<file path="src/sv/quaternion_to_euler_angles_assert.svh">
// ----------------------------------------------------------------------------
// Assertion macros for quaternion_to_euler_angles
// Shared same-cycle and next-cycle implication property wrappers.
// ----------------------------------------------------------------------------
`ifndef QUATERNION_TO_EULER_ANGLES_ASSERT_SVH
`define QUATERNION_TO_EULER_ANGLES_ASSERT_SVH

// Consequent must hold in the same cycle as the antecedent.
`define Q2E_ASSERT_SAME(lbl, ante, cons, msg) \
  lbl: assert property (@(posedge clk_i) disable iff (!rst_ni) (ante) |-> (cons)) \
    else $error(msg);

// Consequent must hold in the cycle after the antecedent.
`define Q2E_ASSERT_NEXT(lbl, ante, cons, msg) \
  lbl: assert property (@(posedge clk_i) disable iff (!rst_ni) (ante) |=> (cons)) \
    else $error(msg);

`endif

</file>
<file path="src/sv/q2e_pkg.sv">
// ----------------------------------------------------------------------------
// q2e_pkg
// Shared constants, the arctangent table and pipeline types.
// ----------------------------------------------------------------------------
package q2e_pkg;

  localparam int unsigned CordicStagesDef = 16;
  localparam int unsigned AtanTabLen      = 24;
  // Width of the atan2 operands and of the CORDIC datapath.
  localparam int unsigned VecW            = 34;
  localparam int unsigned CorW            = 37;
  // Angle accumulator in Q.30 radians.
  localparam int unsigned AngW            = 35;
  // Square root: radicand up to 2^56, root up to 2^28.
  localparam int unsigned SqrtInW         = 57;
  localparam int unsigned SqrtOutW        = 29;

  localparam logic signed [AngW-1:0] PiQ30     = 35'sd3373259426;
  localparam logic signed [15:0]     PiQ13     = 16'sd25736;
  localparam logic signed [15:0]     HalfPiQ13 = 16'sd12868;

  // atan(2^-i) in Q.30, truncated.
  function automatic logic [31:0] atan_entry(input int unsigned idx);
    logic [31:0] v;
    case (idx)
      0:  v = 32'h3243F6A8;
      1:  v = 32'h1DAC6705;
      2:  v = 32'h0FADBAFC;
      3:  v = 32'h07F56EA6;
      4:  v = 32'h03FEAB76;
      5:  v = 32'h01FFD55B;
      6:  v = 32'h00FFFAAA;
      7:  v = 32'h007FFF55;
      8:  v = 32'h003FFFEA;
      9:  v = 32'h001FFFFD;
      10: v = 32'h000FFFFF;
      11: v = 32'h0007FFFF;
      12: v = 32'h0003FFFF;
      13: v = 32'h0001FFFF;
      14: v = 32'h0000FFFF;
      15: v = 32'h00007FFF;
      16: v = 32'h00003FFF;
      17: v = 32'h00001FFF;
      18: v = 32'h00000FFF;
      19: v = 32'h000007FF;
      20: v = 32'h000003FF;
      21: v = 32'h000001FF;
      22: v = 32'h000000FF;
      23: v = 32'h0000007F;
      default: v = 32'h0;
    endcase
    return v;
  endfunction

  // Operands and flags that travel beside the square root.
  typedef struct packed {
    logic signed [VecW-1:0] roll_y;
    logic signed [VecW-1:0] roll_x;
    logic signed [VecW-1:0] yaw_y;
    logic signed [VecW-1:0] yaw_x;
    logic signed [28:0]     pitch_s;
    logic                   sat_pos;
    logic                   sat_neg;
  } side_t;

endpackage

</file>
<file path="src/sv/q2e_isqrt.sv">
// ----------------------------------------------------------------------------
// q2e_isqrt
// Pipelined integer square root, one root bit per register stage.
// ----------------------------------------------------------------------------
module q2e_isqrt (
  input  logic                               clk_i,
  input  logic                               en_i,
  input  logic [q2e_pkg::SqrtInW-1:0]        rad_i,
  output logic [q2e_pkg::SqrtOutW-1:0]       root_o
);

  localparam int unsigned RemW = q2e_pkg::SqrtInW + 1;
  localparam int unsigned N    = q2e_pkg::SqrtOutW;

  logic [RemW-1:0] rem_q  [N];
  logic [N-1:0]    root_q [N];

  // Stage j decides root bit N-1-j by a trial subtraction.
  for (genvar j = 0; j < N; j++) begin : g_stage
    localparam int unsigned B = N - 1 - j;
    logic [RemW-1:0] rem_in;
    logic [N-1:0]    root_in;
    logic [RemW-1:0] trial;

    if (j == 0) begin : g_first
      assign rem_in  = RemW'(rad_i);
      assign root_in = '0;
    end else begin : g_next
      assign rem_in  = rem_q[j-1];
      assign root_in = root_q[j-1];
    end

    assign trial = (RemW'(root_in) << (B + 1)) + (RemW'(1) << (2 * B));

    always_ff @(posedge clk_i) begin
      if (en_i) begin
        if (rem_in >= trial) begin
          rem_q[j]  <= rem_in - trial;
          root_q[j] <= root_in | (N'(1) << B);
        end else begin
          rem_q[j]  <= rem_in;
          root_q[j] <= root_in;
        end
      end
    end
  end

  assign root_o = root_q[N-1];

endmodule

</file>
<file path="config.mk">
export PLATFORM = sky130hd
export DESIGN_NAME = q2e_isqrt
export DESIGN_NICKNAME = d
export VERILOG_FILES = /design/src/sv/quaternion_to_euler_angles_assert.svh /design/src/sv/q2e_pkg.sv /design/src/sv/q2e_isqrt.sv
export SDC_FILE = /design/constraint.sdc
export NUM_CORES = 2
export LEC_CHECK = 0
export ABC_CLOCK_PERIOD_IN_PS = 6940
export BUFFER_PORTS_ARGS = -buffer_cell sky130_fd_sc_hd__buf_2
export CAP_MARGIN = 20
export CORE_MARGIN = 4
export CORE_UTILIZATION = 40
export CTS_CLUSTER_DIAMETER = 150
export DETAILED_ROUTE_END_ITERATION = 16
export MAX_ROUTING_LAYER = met4
export PLACE_DENSITY = 0.63
export SLEW_MARGIN = 20
export SYNTH_ARGS = -nofsm -noshare
export SYNTH_HDL_FRONTEND = slang
export SYNTH_SLANG_ARGS = --single-unit
</file>
<file path="constraint.sdc">
create_clock -name clk_i -period 6.94 [get_ports clk_i]
set_clock_uncertainty 0.15 [all_clocks]
set_input_delay 1.041 -clock clk_i [delete_from_list [all_inputs] [get_ports clk_i]]
set_output_delay 1.041 -clock clk_i [all_outputs]
set_load 0.01 [all_outputs]
</file>
# ---- After elaboration in Yosys (flattened, before gate mapping)
# Memories as Yosys holds them, arrays and structs flattened.
# Index checks and enable logic that the tools add are counted.
dict set report word_totals {
  mem_bits_rw 2523
  regBits 0
  mem_count 2
  out_inout_bits 29
  input_bits 59
}
# memory depth word_bits rd rd_clocked_by_memory_dff write_ports line
set mem_list {}
lappend mem_list {rem_q 29 58 28 0 29 q2e_isqrt.sv:15} ;# logic [RemW-1:0] rem_q [N];
lappend mem_list {root_q 29 29 29 0 29 q2e_isqrt.sv:16} ;# logic [N-1:0] root_q [N];
dict set report classes {
  n_addsub 57
  bitwise 58
  muxes 232
  order_cmp 29
}
# op count
set op_table {}
lappend op_table {{2-to-1 mux 58 bit} 29}
lappend op_table {{2-to-1 mux 29 bit} 29}
lappend op_table {{2-to-1 mux 1 bit} 174}
lappend op_table {{adder 57 x 55 -> 58 bit, second input constant} 1}
lappend op_table {{greater-or-equal comparator 58 x 31 -> 1 bit} 1}
lappend op_table {{greater-or-equal comparator 58 x 32 -> 1 bit} 1}
lappend op_table {{greater-or-equal comparator 58 x 33 -> 1 bit} 1}
lappend op_table {{greater-or-equal comparator 58 x 34 -> 1 bit} 1}
lappend op_table {{greater-or-equal comparator 58 x 35 -> 1 bit} 1}
lappend op_table {{greater-or-equal comparator 58 x 36 -> 1 bit} 1}
lappend op_table {{greater-or-equal comparator 58 x 37 -> 1 bit} 1}
lappend op_table {{greater-or-equal comparator 58 x 38 -> 1 bit} 1}
lappend op_table {{greater-or-equal comparator 58 x 39 -> 1 bit} 1}
lappend op_table {{greater-or-equal comparator 58 x 40 -> 1 bit} 1}
lappend op_table {{greater-or-equal comparator 58 x 41 -> 1 bit} 1}
lappend op_table {{greater-or-equal comparator 58 x 42 -> 1 bit} 1}
lappend op_table {{greater-or-equal comparator 58 x 43 -> 1 bit} 1}
lappend op_table {{greater-or-equal comparator 58 x 44 -> 1 bit} 1}
lappend op_table {{greater-or-equal comparator 58 x 45 -> 1 bit} 1}
lappend op_table {{greater-or-equal comparator 58 x 46 -> 1 bit} 1}
lappend op_table {{greater-or-equal comparator 58 x 47 -> 1 bit} 1}
lappend op_table {{greater-or-equal comparator 58 x 48 -> 1 bit} 1}
lappend op_table {{greater-or-equal comparator 58 x 49 -> 1 bit} 1}
lappend op_table {{greater-or-equal comparator 58 x 50 -> 1 bit} 1}
lappend op_table {{other kinds (66)} 123}

# ---- Depth between registers and ports, before layout
# An unclocked memory read counts as a cell.
dict set report depth {
  ltp_word 7
  depth_mapped 14
  mapped_depth_nobuf 13
}

# ---- Worst setup path before layout
# No wires, ideal clock.
dict set report synth_path {
  path_type {input -> register}
  start {input port en_i}
  end {memory rem_q[1][580] (netlist bit), enable pin}
  setup_slack_ns 2.114
  path_stages 4
  path_buffers 4
  t_arrival_ns 4.202
  path_cell_list {clkbuf_1 -> clkbuf_1 -> clkbuf_1 -> clkbuf_1}
}
# element line
set synth_lines {}
lappend synth_lines {{start, declared} q2e_isqrt.sv:7} ;# input logic en_i,
lappend synth_lines {{end, declared} q2e_isqrt.sv:15}

==> key figures <==
Placement
  • Dpl hpwl: 181000 µm
  • Placement Setup Slack: 2.13 ns
  • Post-DP Area: 103000 µm²
  • GPL Wtd Cong: 0.934
  • IO buf count: 87
  • Inst Count DP: 11.0k

Global route
  • First-pass GRT wire length: 362000 µm
  • Antenna violations before repair: 3
  • Vias in the first global route: 59.9k
  • Pin count of the biggest net entering global routing: 174
  • Grt total ovfl: 0
  • Total Routing Usage GR: 18.8%

Floorplan
  • Die width: 504 µm
  • Die height: 504 µm
  • Rows: 181
  • CORE AREA: 244000 µm²
  • Die area: 254000 µm²
  • Initial Util: 40.3%
  • Top Ports: 88

Timing
  • Fin. max-slew vios: 0
  • Worst Max-Slew Pin Slew: 1.17 ns
  • Final WS setup: 2.26 ns
  • Fin Setup TNS: 0 ns
  • Period minus WS final: 4.68 ns
  • Period utilization: 67.4%
  • Fin. Hold Viols: 0
  • RSZ-0062 raised after global routing: no
  • Final setup vio count: 0
  • Achievable Freq: 214 MHz
  • Max-slew headroom: 21.6%

Setup path
  • CP Launch Type: register
  • Worst path bufs/invs: 1
  • Crit. End Element: register
  • Worst path arrival time: 5.11 ns
  • Kind of critical path: register to register
  • CP peak stage delay: 0.67 ns
  • Largest delay share family, worst path: compound AO/OA/AOI/OAI gates
  • CP max-delay cell: a211oi_1
  • Most frequent CP cell: a211oi_1
  • CP Max Fanout: 50
  • Worst path cell trace: ha_1 -> nand2b_1 -> a211oi_1 -> a211oi_1 -> o21ai_0 -> a2111oi_0 -> and4b_1 -> buf_4 -> nor4_1 -> a21boi_4 -> nor2b_1 -> xor2_1
  • Worst EP required: 7.37 ns

Logic synthesis
  • Syn Nets: 8356
  • Synth Flop Type: edfxtp_1
  • Mean area per synthesized cell: 12.6 µm²
  • Synth warn: 0
  • Post-synthesis cell count: 7837
  • Post-synthesis sequential area ratio: 62.8%
  • Post-Synthesis Cell Area: 98500 µm²
  • EDFF count, synth: 2059
  • Synth async-reset ratio: 0%
  • Synth unique cells: 114
  • Seq cells post-synth: 2059

Worst hold path
  • Hold Crit Class: input pin to register

Clock tree
  • CTS Hold Buffers Added: 0
  • Post-CTS setup buffer count: 0
  • CTS H-Tree Depth: 4
  • Root buf cell: clkbuf_16
  • Clock tree from TritonCTS: built
  • Sink Count: 2059
  • Clk_lat worst skew: 0.91 ns
  • Clock buffer depth: 3
  • Clk pin slew, worst setup/hold paths: 0.06 ns
  • TritonCTS buffer count: 218
  • Post-cts sizing count: 0

Route
  • Post-route DRC: 0
  • Via count: 62.1k
  • Total Routed Length: 239000 µm
  • Drt pass-1 iters: 6
  • Initial drt markers: 5533
  • Number of nets still failing antenna checks after routing: 0
  • Vias per inst: 5.44
  • Routed WL per cell: 20.9 µm

Power
  • Pleak: 0.0407 µW
  • Pwr dens: 321 nW/µm²
  • Worst vdd ir: 270 µV

Run
  • Max_cap viols: 0

Outcome
  • Outcome: complete, no violations

Cells and area
  • Synthesis-to-finish area growth: 12.0%
  • Nets: 8546
  • Fraction of layout cells with a size suffix above 1: 7.22%
  • Most frequent cells in the layout: edfxtp_1, nand2_1, inv_1, o21ai_0, ha_1
  • Most common cell after layout, fill and taps aside: edfxtp_1
  • Fin area: 110000 µm²
  • Final cell count without fillers: 11.4k
  • Final core occ: 45.2%
-- per-layer routing --
metal	wire [µm]	global-route usage [%]
met3	14600	3.04
met1	106000	25.1
met5	0	-
met2	112000	30.1
met4	5930	4.78
-- synthesized netlist by cell type (all sizes together) (62+ instances only) --
master / count / share of area [%]
nand3: 119 / 0.62
inv: 560 / 2.1
nor2b: 62 / 0.39
ha: 460 / 5.8
xor2: 399 / 3.5
nand4: 105 / 0.67
a21o: 191 / 1.5
clkbuf: 126 / 0.49
nand2b: 104 / 0.66
o21a: 77 / 0.59
nand2: 652 / 2.5
o21ai: 527 / 2.7
or3: 105 / 0.67
nor3: 225 / 1.2
nor2: 407 / 1.6
edfxtp: 2059 / 63
nor4: 281 / 1.8
xnor2: 303 / 2.7
a21oi: 355 / 1.8
-- path summary, 6_finish.rpt --
| check | slack [ns] | endpoint | from | depth (start not counted) |
|---|---|---|---|---|
| worst max register to register | 2.26 | rem_q[1][392]$_DFFE_PP_ | rem_q[1][304]$_DFFE_PP_ | 12 |
| worst max-delay path | 2.26 | rem_q[1][392]$_DFFE_PP_ | rem_q[1][304]$_DFFE_PP_ | 12 |
| worst min register to register | 0.25 | rem_q[0][479]$_DFFE_PP_ | rem_q[0][421]$_DFFE_PP_ | 0 |
| worst min-delay path | 0.15 | rem_q[0][17]$_DFFE_PP_ | rad_i[17] | 1 |
-- where the power goes --
part           internal (µW)  switching, µW  total, µW
Sequential             15700           1230      16900
Combinational           2630           3940       6570
Clock                   6900           5020      11900
Total                  25200          10200      35400
-- layout make-up --
class | count | area [µm²]
timing repair buffer | 136 | 893
inverter | 560 | 2100
tap | 3202 | 4010
sequential | 2059 | 61800
clock buffer | 246 | 5560
multi-input combinational | 5052 | 33900
antenna | 4 | 10.0
clock inverter | 158 | 1910
fill | 21700 | 134000
-- logic make-up after synthesis --
kind of cell             share of synthesized area, %
AND/OR/NAND/NOR                                  12.5
adder cells (fa/ha/maj)                          5.85
multiplexers                                    0.488
flip-flops                                       62.8
buffers and inverters                            2.83
AO/OA/AOI/OAI                                    9.29
XOR/XNOR                                         6.24
-- sequential cells by signal (all words and copies together) (netlist names) --
signal and cells:
rem_q 1624, root_q 435
-- per-stage QoR --
stage               total power [µW]  hold slack [ns]
floorplan                      21500            0.267
global placement               23500            0.279
detailed placement             23600            0.282
CTS                            35600           0.0528
global route                   37100           0.0651
finish                         35400            0.146
(Power assumes the default switching activity.)
